==> config.mk <==
export PLATFORM = sky130hd
export DESIGN_NAME = doppler_speed_session_averager_unit
export DESIGN_NICKNAME = d
export VERILOG_FILES = /design/src/hw/rtl/dssa_pkg.sv /design/src/hw/rtl/dssa_serial_acc.sv /design/src/hw/rtl/dssa_serial_div.sv /design/src/hw/rtl/doppler_speed_session_averager_unit.sv
export SDC_FILE = /design/constraint.sdc
export NUM_CORES = 1
export LEC_CHECK = 0
export BUFFER_PORTS_ARGS = -buffer_cell sky130_fd_sc_hd__buf_2
export CORE_ASPECT_RATIO = 1.25
export CORE_MARGIN = 5
export CORE_UTILIZATION = 51
export DETAILED_ROUTE_END_ITERATION = 8
export GPL_ROUTABILITY_DRIVEN = 0
export PLACE_DENSITY = 0.72
export SLEW_MARGIN = 15
export SYNTH_ARGS = -nofsm -noshare
export SYNTH_HDL_FRONTEND = slang
export SYNTH_SLANG_ARGS = --single-unit
==> constraint.sdc <==
create_clock -name clk -period 3.96 [get_ports clk]
set_clock_uncertainty 0.15 [all_clocks]
set_input_delay 0.198 -clock clk [delete_from_list [all_inputs] [get_ports clk]]
set_output_delay 0.198 -clock clk [all_outputs]
set_load 0.02 [all_outputs]
==> src/hw/rtl/dssa_pkg.sv <==
// shared types, constants and register codes of the doppler speed session averager
package dssa_pkg;

	// field and state widths
	localparam int CountW = 16;
	localparam int SumW   = 16;
	localparam int ByteW  = 8;
	localparam int CfgW   = 16;
	localparam int IdxW   = 2;

	// serial units take one bit of the sum per cycle
	localparam int SerSteps = SumW;
	localparam int StepW    = $clog2(SerSteps);

	// register reset values
	localparam logic [ByteW-1:0] MaxSamplesRst  = ByteW'(100);
	localparam logic [ByteW-1:0] MaxMishapsRst  = ByteW'(6);
	localparam logic [SumW-1:0]  MinDistanceRst = SumW'(303);
	localparam logic [ByteW-1:0] MaxDeviationRst = ByteW'(3);

	// configuration register indexes
	typedef enum logic [IdxW-1:0] {
		REG_MAX_SAMPLES   = 2'd0,
		REG_MAX_MISHAPS   = 2'd1,
		REG_MIN_DISTANCE  = 2'd2,
		REG_MAX_DEVIATION = 2'd3
	} reg_idx_t;

	// session outcome codes
	typedef enum logic [2:0] {
		OUT_NONE     = 3'd0,
		OUT_TOO_MANY = 3'd1,
		OUT_TOO_SHORT = 3'd2,
		OUT_UNSTEADY = 3'd3,
		OUT_VALID    = 3'd4
	} outcome_t;

	// request to the serial accumulator
	typedef struct packed {
		logic             start;
		logic             clear;
		logic [ByteW-1:0] addend;
	} acc_req_t;

	// request to the serial divider
	typedef struct packed {
		logic             start;
		logic [SumW-1:0]  dividend;
		logic [ByteW-1:0] divisor;
	} div_req_t;

	// status of a serial unit
	typedef struct packed {
		logic busy;
		logic done;
	} unit_stat_t;

endpackage

==> src/hw/rtl/dssa_serial_acc.sv <==
// bit-serial accumulator holding the session pulse sum
module dssa_serial_acc (
	input  logic                        clk,
	input  logic                        arst_n,
	input  dssa_pkg::acc_req_t          req,
	output dssa_pkg::unit_stat_t        stat,
	output logic [dssa_pkg::SumW-1:0]   sum
);

	logic [dssa_pkg::SumW-1:0]  sum_q;
	logic [dssa_pkg::SumW-1:0]  add_q;
	logic                       carry_q;
	logic [dssa_pkg::StepW-1:0] cnt_q;
	logic                       busy_q;
	logic                       done_q;
	logic                       bit_sum;
	logic                       bit_carry;

	// one full adder on the low bits
	assign bit_sum   = sum_q[0] ^ add_q[0] ^ carry_q;
	assign bit_carry = (sum_q[0] & add_q[0]) | (sum_q[0] & carry_q) | (add_q[0] & carry_q);

	// sum rotates right through the adder, lsb first
	always_ff @(posedge clk or negedge arst_n) begin
		if (!arst_n) begin
			sum_q   <= '0;
			add_q   <= '0;
			carry_q <= 1'b0;
			cnt_q   <= '0;
			busy_q  <= 1'b0;
			done_q  <= 1'b0;
		end else begin
			done_q <= busy_q && (cnt_q == dssa_pkg::StepW'(dssa_pkg::SerSteps - 1));
			if (req.clear) begin
				sum_q  <= '0;
				busy_q <= 1'b0;
			end else if (req.start) begin
				add_q   <= dssa_pkg::SumW'(req.addend);
				carry_q <= 1'b0;
				cnt_q   <= '0;
				busy_q  <= 1'b1;
			end else if (busy_q) begin
				sum_q   <= {bit_sum, sum_q[dssa_pkg::SumW-1:1]};
				add_q   <= {1'b0, add_q[dssa_pkg::SumW-1:1]};
				carry_q <= bit_carry;
				cnt_q   <= cnt_q + 1'b1;
				if (cnt_q == dssa_pkg::StepW'(dssa_pkg::SerSteps - 1)) begin
					busy_q <= 1'b0;
				end
			end
		end
	end

	assign stat.busy = busy_q;
	assign stat.done = done_q;
	assign sum       = sum_q;

endmodule

==> src/hw/rtl/dssa_serial_div.sv <==
// restoring divider, one quotient bit per cycle
module dssa_serial_div (
	input  logic                        clk,
	input  logic                        arst_n,
	input  dssa_pkg::div_req_t          req,
	output dssa_pkg::unit_stat_t        stat,
	output logic [dssa_pkg::SumW-1:0]   quotient
);

	logic [dssa_pkg::SumW-1:0]  dvd_q;
	logic [dssa_pkg::ByteW-1:0] dsr_q;
	logic [dssa_pkg::ByteW-1:0] rem_q;
	logic [dssa_pkg::StepW-1:0] cnt_q;
	logic                       busy_q;
	logic                       done_q;
	logic [dssa_pkg::ByteW:0]   rem_shift;
	logic [dssa_pkg::ByteW:0]   rem_next;
	logic                       fits;

	// trial subtract of the divisor from the shifted remainder
	always_comb begin
		rem_shift = {rem_q, dvd_q[dssa_pkg::SumW-1]};
		fits      = rem_shift >= {1'b0, dsr_q};
		rem_next  = fits ? (rem_shift - {1'b0, dsr_q}) : rem_shift;
	end

	// dividend shifts out msb first, quotient bits shift in at the lsb
	always_ff @(posedge clk or negedge arst_n) begin
		if (!arst_n) begin
			dvd_q  <= '0;
			dsr_q  <= '0;
			rem_q  <= '0;
			cnt_q  <= '0;
			busy_q <= 1'b0;
			done_q <= 1'b0;
		end else begin
			done_q <= busy_q && (cnt_q == dssa_pkg::StepW'(dssa_pkg::SerSteps - 1));
			if (req.start) begin
				dvd_q  <= req.dividend;
				dsr_q  <= req.divisor;
				rem_q  <= '0;
				cnt_q  <= '0;
				busy_q <= 1'b1;
			end else if (busy_q) begin
				dvd_q <= {dvd_q[dssa_pkg::SumW-2:0], fits};
				rem_q <= rem_next[dssa_pkg::ByteW-1:0];
				cnt_q <= cnt_q + 1'b1;
				if (cnt_q == dssa_pkg::StepW'(dssa_pkg::SerSteps - 1)) begin
					busy_q <= 1'b0;
				end
			end
		end
	end

	assign stat.busy = busy_q;
	assign stat.done = done_q;
	assign quotient  = dvd_q;

endmodule

==> src/hw/rtl/doppler_speed_session_averager_unit.sv <==
// top level of the doppler speed session averager: session control and result register
//
// Takes one gate-window pulse count per request and closes a session on a run of
// bad windows or on the good-sample limit, giving one result (outcome, mean) per
// closed session. A good window waits for the bit-serial adder that adds the
// count into the 16-bit pulse sum one bit per cycle. A session closed as valid
// waits for the restoring divider that forms the mean one quotient bit per
// cycle. The result sits in an output register, so a waiting result stalls
// the input only when the next request also closes a session.
module doppler_speed_session_averager_unit (
	input  logic                              clk,
	input  logic                              arst_n,
	// configuration write port
	input  logic                              cfg_write_en,
	input  logic [dssa_pkg::IdxW-1:0]         cfg_index,
	input  logic [dssa_pkg::CfgW-1:0]         cfg_data,
	// window channel
	input  logic                              item_valid,
	output logic                              item_stall,
	input  logic [dssa_pkg::CountW-1:0]       pulse_count,
	input  logic                              unstable,
	// result channel
	output logic                              result_valid,
	input  logic                              result_stall,
	output logic [2:0]                        outcome,
	output logic [dssa_pkg::ByteW-1:0]        mean_speed
);

	typedef enum logic [1:0] {
		ST_IDLE,
		ST_ADD,
		ST_DIV,
		ST_PUT
	} state_t;

	state_t state_q;

	// configuration registers
	logic [dssa_pkg::ByteW-1:0] max_samples_q;
	logic [dssa_pkg::ByteW-1:0] max_mishaps_q;
	logic [dssa_pkg::SumW-1:0]  min_distance_q;
	logic [dssa_pkg::ByteW-1:0] max_deviation_q;

	// session state
	logic [dssa_pkg::ByteW-1:0] mishap_run_q;
	logic [dssa_pkg::ByteW-1:0] good_count_q;
	logic [dssa_pkg::ByteW-1:0] previous_q;
	logic [dssa_pkg::ByteW-1:0] largest_q;

	// pending and delivered result
	dssa_pkg::outcome_t         res_code_q;
	logic [dssa_pkg::ByteW-1:0] res_mean_q;
	logic                       out_valid_q;
	dssa_pkg::outcome_t         out_code_q;
	logic [dssa_pkg::ByteW-1:0] out_mean_q;

	// serial units
	dssa_pkg::acc_req_t         acc_req;
	dssa_pkg::unit_stat_t       acc_stat;
	logic [dssa_pkg::SumW-1:0]  pulse_sum;
	dssa_pkg::div_req_t         div_req;
	dssa_pkg::unit_stat_t       div_stat;
	logic [dssa_pkg::SumW-1:0]  quotient;

	// window classification
	logic                       accept;
	logic                       bad;
	logic [dssa_pkg::ByteW-1:0] count8;
	logic [dssa_pkg::ByteW-1:0] mishap_next;
	logic                       mishap_close;
	logic [dssa_pkg::ByteW-1:0] good_next;
	logic                       sample_close;
	logic [dssa_pkg::ByteW-1:0] diff;
	logic                       go_divide;
	logic                       clear_session;
	logic                       out_free;

	assign accept     = item_valid && !item_stall;
	assign item_stall = (state_q != ST_IDLE);
	assign out_free   = !out_valid_q || !result_stall;

	// classify the window and evaluate both session limits
	always_comb begin
		count8       = pulse_count[dssa_pkg::ByteW-1:0];
		bad          = unstable || (|pulse_count[dssa_pkg::CountW-1:dssa_pkg::ByteW]) ||
		               (pulse_count == dssa_pkg::CountW'(1));
		mishap_next  = mishap_run_q + 1'b1;
		mishap_close = !(mishap_next < max_mishaps_q);
		good_next    = good_count_q + 1'b1;
		sample_close = (good_next >= max_samples_q);
		diff         = (count8 >= previous_q) ? (count8 - previous_q) : (previous_q - count8);
		go_divide    = accept && bad && mishap_close && (good_count_q != '0) &&
		               !(pulse_sum < min_distance_q) && !(largest_q > max_deviation_q);
		clear_session = accept && ((bad && mishap_close) || (!bad && sample_close));
	end

	// requests to the serial units
	always_comb begin
		acc_req.start    = accept && !bad && !sample_close;
		acc_req.clear    = clear_session;
		acc_req.addend   = count8;
		div_req.start    = go_divide;
		div_req.dividend = pulse_sum;
		div_req.divisor  = good_count_q;
	end

	dssa_serial_acc u_acc (
		.clk    (clk),
		.arst_n (arst_n),
		.req    (acc_req),
		.stat   (acc_stat),
		.sum    (pulse_sum)
	);

	dssa_serial_div u_div (
		.clk      (clk),
		.arst_n   (arst_n),
		.req      (div_req),
		.stat     (div_stat),
		.quotient (quotient)
	);

	// configuration writes
	always_ff @(posedge clk or negedge arst_n) begin
		if (!arst_n) begin
			max_samples_q   <= dssa_pkg::MaxSamplesRst;
			max_mishaps_q   <= dssa_pkg::MaxMishapsRst;
			min_distance_q  <= dssa_pkg::MinDistanceRst;
			max_deviation_q <= dssa_pkg::MaxDeviationRst;
		end else if (cfg_write_en) begin
			unique case (cfg_index)
				dssa_pkg::REG_MAX_SAMPLES:   max_samples_q   <= cfg_data[dssa_pkg::ByteW-1:0];
				dssa_pkg::REG_MAX_MISHAPS:   max_mishaps_q   <= cfg_data[dssa_pkg::ByteW-1:0];
				dssa_pkg::REG_MIN_DISTANCE:  min_distance_q  <= cfg_data[dssa_pkg::SumW-1:0];
				dssa_pkg::REG_MAX_DEVIATION: max_deviation_q <= cfg_data[dssa_pkg::ByteW-1:0];
			endcase
		end
	end

	// session control, state and result register
	always_ff @(posedge clk or negedge arst_n) begin
		if (!arst_n) begin
			state_q      <= ST_IDLE;
			mishap_run_q <= '0;
			good_count_q <= '0;
			previous_q   <= '0;
			largest_q    <= '0;
			res_code_q   <= dssa_pkg::OUT_NONE;
			res_mean_q   <= '0;
			out_valid_q  <= 1'b0;
			out_code_q   <= dssa_pkg::OUT_NONE;
			out_mean_q   <= '0;
		end else begin
			// a taken result empties the output register unless the next one moves in
			if (out_valid_q && !result_stall && (state_q != ST_PUT)) begin
				out_valid_q <= 1'b0;
			end
			unique case (state_q)
				ST_IDLE: begin
					if (accept) begin
						if (bad) begin
							if (!mishap_close) begin
								mishap_run_q <= mishap_next;
							end else begin
								res_mean_q <= '0;
								priority if (good_count_q == '0) begin
									res_code_q <= dssa_pkg::OUT_NONE;
									state_q    <= ST_PUT;
								end else if (pulse_sum < min_distance_q) begin
									res_code_q <= dssa_pkg::OUT_TOO_SHORT;
									state_q    <= ST_PUT;
								end else if (largest_q > max_deviation_q) begin
									res_code_q <= dssa_pkg::OUT_UNSTEADY;
									state_q    <= ST_PUT;
								end else begin
									res_code_q <= dssa_pkg::OUT_VALID;
									state_q    <= ST_DIV;
								end
							end
						end else if (sample_close) begin
							res_code_q <= dssa_pkg::OUT_TOO_MANY;
							res_mean_q <= '0;
							state_q    <= ST_PUT;
						end else begin
							good_count_q <= good_next;
							previous_q   <= count8;
							mishap_run_q <= '0;
							if ((good_count_q != '0) && (diff > largest_q)) begin
								largest_q <= diff;
							end
							state_q <= ST_ADD;
						end
						// closing a session clears it whatever the outcome
						if (clear_session) begin
							mishap_run_q <= '0;
							good_count_q <= '0;
							previous_q   <= '0;
							largest_q    <= '0;
						end
					end
				end
				ST_ADD: begin
					if (acc_stat.done) begin
						state_q <= ST_IDLE;
					end
				end
				ST_DIV: begin
					if (div_stat.done) begin
						res_mean_q <= quotient[dssa_pkg::ByteW-1:0];
						state_q    <= ST_PUT;
					end
				end
				ST_PUT: begin
					if (out_free) begin
						out_valid_q <= 1'b1;
						out_code_q  <= res_code_q;
						out_mean_q  <= res_mean_q;
						state_q     <= ST_IDLE;
					end
				end
				default: state_q <= ST_IDLE;
			endcase
		end
	end

	assign result_valid = out_valid_q;
	assign outcome      = out_code_q;
	assign mean_speed   = out_mean_q;

	// the two serial units never run at the same time
	a_units_exclusive: assert property (@(posedge clk) disable iff (!arst_n)
		!(acc_stat.busy && div_stat.busy))
		else $error("accumulator and divider busy together");

	// a new request only starts with both units at rest
	a_idle_units_quiet: assert property (@(posedge clk) disable iff (!arst_n)
		(state_q == ST_IDLE) |-> (!acc_stat.busy && !div_stat.busy))
		else $error("serial unit still busy while taking requests");

	// a finished division only lands while waiting for it
	a_div_done_in_div: assert property (@(posedge clk) disable iff (!arst_n)
		div_stat.done |-> (state_q == ST_DIV))
		else $error("divider finished outside the divide phase");

	// the good count never wraps, the sample limit closes first
	a_good_count_bound: assert property (@(posedge clk) disable iff (!arst_n)
		good_count_q != '1)
		else $error("good window count reached its wrap point");

	// only a valid session carries a mean
	a_mean_only_valid: assert property (@(posedge clk) disable iff (!arst_n)
		(out_valid_q && (out_code_q != dssa_pkg::OUT_VALID)) |-> (out_mean_q == '0))
		else $error("mean given on a session that is not valid");

endmodule
==> results.ini <==
[logic_synthesis]
number_of_warnings_reported_in_the_yosys_synthesis_log = 0
post_synth_num_cell_types = 67
yosysSeqAreaShare_pct = 45.3
synthDominantAreaCellType = sky130_fd_sc_hd__dfrtp_1
yosysTopAreaCellShare_pct = 41.6
syn_area_sq_mm = 0.00921
number_of_synthesized_flops_with_an_enable_pin = 0
synthTopCellsByArea = sky130_fd_sc_hd__dfrtp_1 (42%), sky130_fd_sc_hd__ha_1 (10%), sky130_fd_sc_hd__mux2_2 (9.9%), sky130_fd_sc_hd__dfstp_2 (3.7%), sky130_fd_sc_hd__inv_1 (3.4%)
synth-main-ff-cell = sky130_fd_sc_hd__dfrtp_1
proportion_of_synthesized_flip_flops_having_asynchronous_set_or_reset_pct = 100
synth.avg_cell_area_sq_um = 10.5
ys_seq_elements = 166
netlist_instances = 875
synth.net_count = 993

[routing]
via_per_inst = 5.55
drtPass1Iterations = 6
drt_iter0_drc = 360
remaining_drc_errors = 0
drt-total-wl_mm = 20.1
drtAntennaViolNets = 0
routedWlPerCell_um = 16.3
total_number_of_vias = 6826

[power_and_ir_drop]
maximum_vdd_drop_uv = 299
power-per-cell-area_mw_per_mm2 = 415
p_total_mw = 4.54
p_leak_nw = 5.34

[placed_design]
placement.cell_area_sq_mm = 0.00999
place.detailed.hpwl_mm = 14.6
port_bufs = 52

[timing]
drv_slew = 0
timing.final.setup_violations = 8
worst_slew_margin_rel_pct = 33.3
fin_crit_sh_pct = 104
max_slew.worst_pin.slew_ns = 1.00
unrepaired_setup_endpoints_after_global_routing = true
hold_violations = 0
fin_hold_ws_ns = 0.0189
layout_min_cycle_time_ns = 4.10
setup_total_negative_slack_ns = -0.622
fmaxAchievable_mhz = 244
worst_slack_ns = -0.143

[global_route]
grt_antenna_before_repair = 0
grt_pass1_vias = 7022
grt-ovfl-total = 0
grt.total_usage_pct = 20.2
grt_pass1_wl_mm = 33.8
grt_max_degree = 104

[die]
ioPinCount = 53
fp.dieW_um = 130
fp.dieArea_sq_mm = 0.0209
floorplan.initialDensity_pct = 51.3
core.rowCount = 55
vertical_die_dimension_um = 160
core_region_area_sq_mm = 0.0180

[setup_path]
critical_path_arrival_ns = 4.31
critical_path.max_fanout = 3
timing.critical_path.cells = ha_2 -> inv_2 -> fa_2 -> a21o_1 -> a2111oi_4 -> o21a_2 -> buf_6 -> nor3_2 -> a31oi_1 -> nand3_1 -> xor2_1 -> ha_1 -> nand4_1 -> o22ai_2 -> nor3b_2 -> o41ai_2 -> or3_4 -> a311o_1 -> o211ai_2
worstSetupEndpointType = flop
worstPathRequired_ns = 4.17
worstPathBufferInverterCount = 2
timing.critical_path.slowest_stage_cell = sky130_fd_sc_hd__dfrtp_1
crit_path_max_incr_delay_ns = 0.36
timing_worst_setup_path_type = flop to flop
kind_of_cell_adding_the_most_delay_to_the_critical_path = compound AO/OA/AOI/OAI gates
crit_path_start_kind = flop

[finish]
finalInstanceArea_sq_mm = 0.0109
fin_util_pct = 60.8
nNetsFinal = 1106
n_antenna_cell = 0
ratio_of_cells_with_drive_above_1_in_the_final_layout_pct = 25.5
synthToLayoutAreaGrowth_pct = 18.6

[outcome]
outcome = complete, but fails checks
violated_checks = setup timing

[flow_run]
maxCapViolations = 0

[clock_network]
cts.clk_slew.worst_paths_ns = 0.06
tritoncts = yes
cts_num_sinks = 166
ctsHtreeMaxLevel = 4
cts_max_path_buffers = 2
clock-root-buffer = sky130_fd_sc_hd__clkbuf_16
cts-buffers-inserted = 17
clk_latency_ns = 0.43

[worst_hold_path]
holdCritPathClass = input port to flop

what timing repair did:
item,in CTS,in global routing
gates resized for setup,8,8
pin swaps,12,8
setup endpoints to repair,8,8
setup buffers,3,3
hold buffers,22,0
endpoints found under the hold margin,151,0
metal layers:
metal / GRT usage, % / share of wire [%] / up-vias
met5: 0 / 0 / -
met2: 35.4 / 52 / 120
li1: - / - / 3321
met3: 3.51 / 2.7 / 44
met4: 7.84 / 2.9 / 0
met1: 24.4 / 42 / 3341
tightest hold or removal path, delay by kind of cell:
| kind | cells | cell delay (ns) |
|---|---|---|
| AOI/OAI and AO/OA | 1 | 0.07 |
| buffers and inverters | 3 | 0.29 |
cells in the final DEF, fill, tap and decap left out, types with 4 or more instances in the layout:
cell type and instances:
sky130_fd_sc_hd__dfrtp_1 153, sky130_fd_sc_hd__inv_1 83, sky130_fd_sc_hd__mux2_2 81, sky130_fd_sc_hd__nand2_1 77, sky130_fd_sc_hd__ha_1 72, sky130_fd_sc_hd__o21ai_0 59
sky130_fd_sc_hd__buf_2 51, sky130_fd_sc_hd__nor2_1 43, sky130_fd_sc_hd__buf_4 43, sky130_fd_sc_hd__a22o_1 33, sky130_fd_sc_hd__a21oi_1 32, sky130_fd_sc_hd__dlygate4sd3_1 22
sky130_fd_sc_hd__nand3_1 20, sky130_fd_sc_hd__clkbuf_16 17, sky130_fd_sc_hd__a21o_1 13, sky130_fd_sc_hd__dfstp_2 13, sky130_fd_sc_hd__xnor2_1 12, sky130_fd_sc_hd__xor2_1 11
sky130_fd_sc_hd__mux2i_1 10, sky130_fd_sc_hd__o211ai_1 8, sky130_fd_sc_hd__and3_1 7, sky130_fd_sc_hd__nor2b_1 7, sky130_fd_sc_hd__a31oi_1 7, sky130_fd_sc_hd__a22oi_1 7
sky130_fd_sc_hd__o21a_1 6, sky130_fd_sc_hd__a211oi_1 6, sky130_fd_sc_hd__nand4_1 6, sky130_fd_sc_hd__or3_1 5, sky130_fd_sc_hd__nor3_1 5, sky130_fd_sc_hd__clkinvlp_4 5
sky130_fd_sc_hd__nand2b_1 4
through the flow:
step           worst slack (ns)  cells
2_1_floorplan           0.00776    875
3_3_place_gp             -0.134   1170
3_5_place_dp             -0.182   1170
4_1_cts                 -0.0741   1226
5_1_grt                  -0.379   1229
6_report                 -0.143   1229
worst paths after layout:
path / depth (start not counted) / start / to / slack, ns
worst max-delay path: 19 / previous_q[0] / largest_q[6] / -0.14
worst min-delay path: 4 / pulse_count[0] / u_acc.add_q[0] / 0.02
worst max register to register: 19 / previous_q[0] / largest_q[6] / -0.14
worst min register to register: 1 / max_mishaps_q[0] / max_mishaps_q[0] / 0.35
max in group asynchronous: 3 / arst_n / max_samples_q[6] / 2.44
min in group asynchronous: 2 / arst_n / mean_speed[0] / 0.30
Yosys cell counts, drive strengths merged (2+ instances only):
master   count
o21ai       61
or2          3
a211oi       7
and3         7
xor2        11
o21a         7
a22oi        7
and2         6
o31ai        4
dfrtp      153
o22ai        2
or3          6
nand2       77
a21oi       33
nand4        6
nand2b       4
nor4         4
and4         3
nor3         7
o311ai       2
nand3       21
a21boi       3
a31oi        7
buf         15
a22o        33
a21o        16
clkbuf      11
ha          74
nor2        45
nor3b        4
mux2        81
a2111oi      2
o211ai       9
dfstp       13
xnor2       12
nor2b        7
mux2i       10
nand3b       3
inv         84
fa           4
where the power goes:
group | switching (mW) | internal [mW]
registers | 0.116 | 1.86
clock network | 0.670 | 1.03
logic | 0.476 | 0.389
total | 1.26 | 3.28
cell families (layout without fill, tap and decap cells):
| kind of cell | count (synthesis) | count (layout) | synth area share, % |
|---|---|---|---|
| AOI/OAI and AO/OA | 203 | 203 | 15.2 |
| xor gates and xnor gates | 23 | 23 | 2.19 |
| adders and majority gates | 78 | 78 | 10.9 |
| buffers and inverters | 110 | 236 | 4.85 |
| DFF | 166 | 166 | 45.3 |
| muxes | 91 | 91 | 11.0 |
| and+or+nand+nor | 204 | 204 | 10.6 |
layout make-up:
class	count	area (sq um)
clock buffers	21	460
clock inverters	11	150
fillers	1404	7030
inverters	84	315
multi-input cells	599	4680
flip-flops and latches	166	4170
well taps	228	285
repair buffers	120	861
Note: power is estimated with default switching activity, not from simulation.
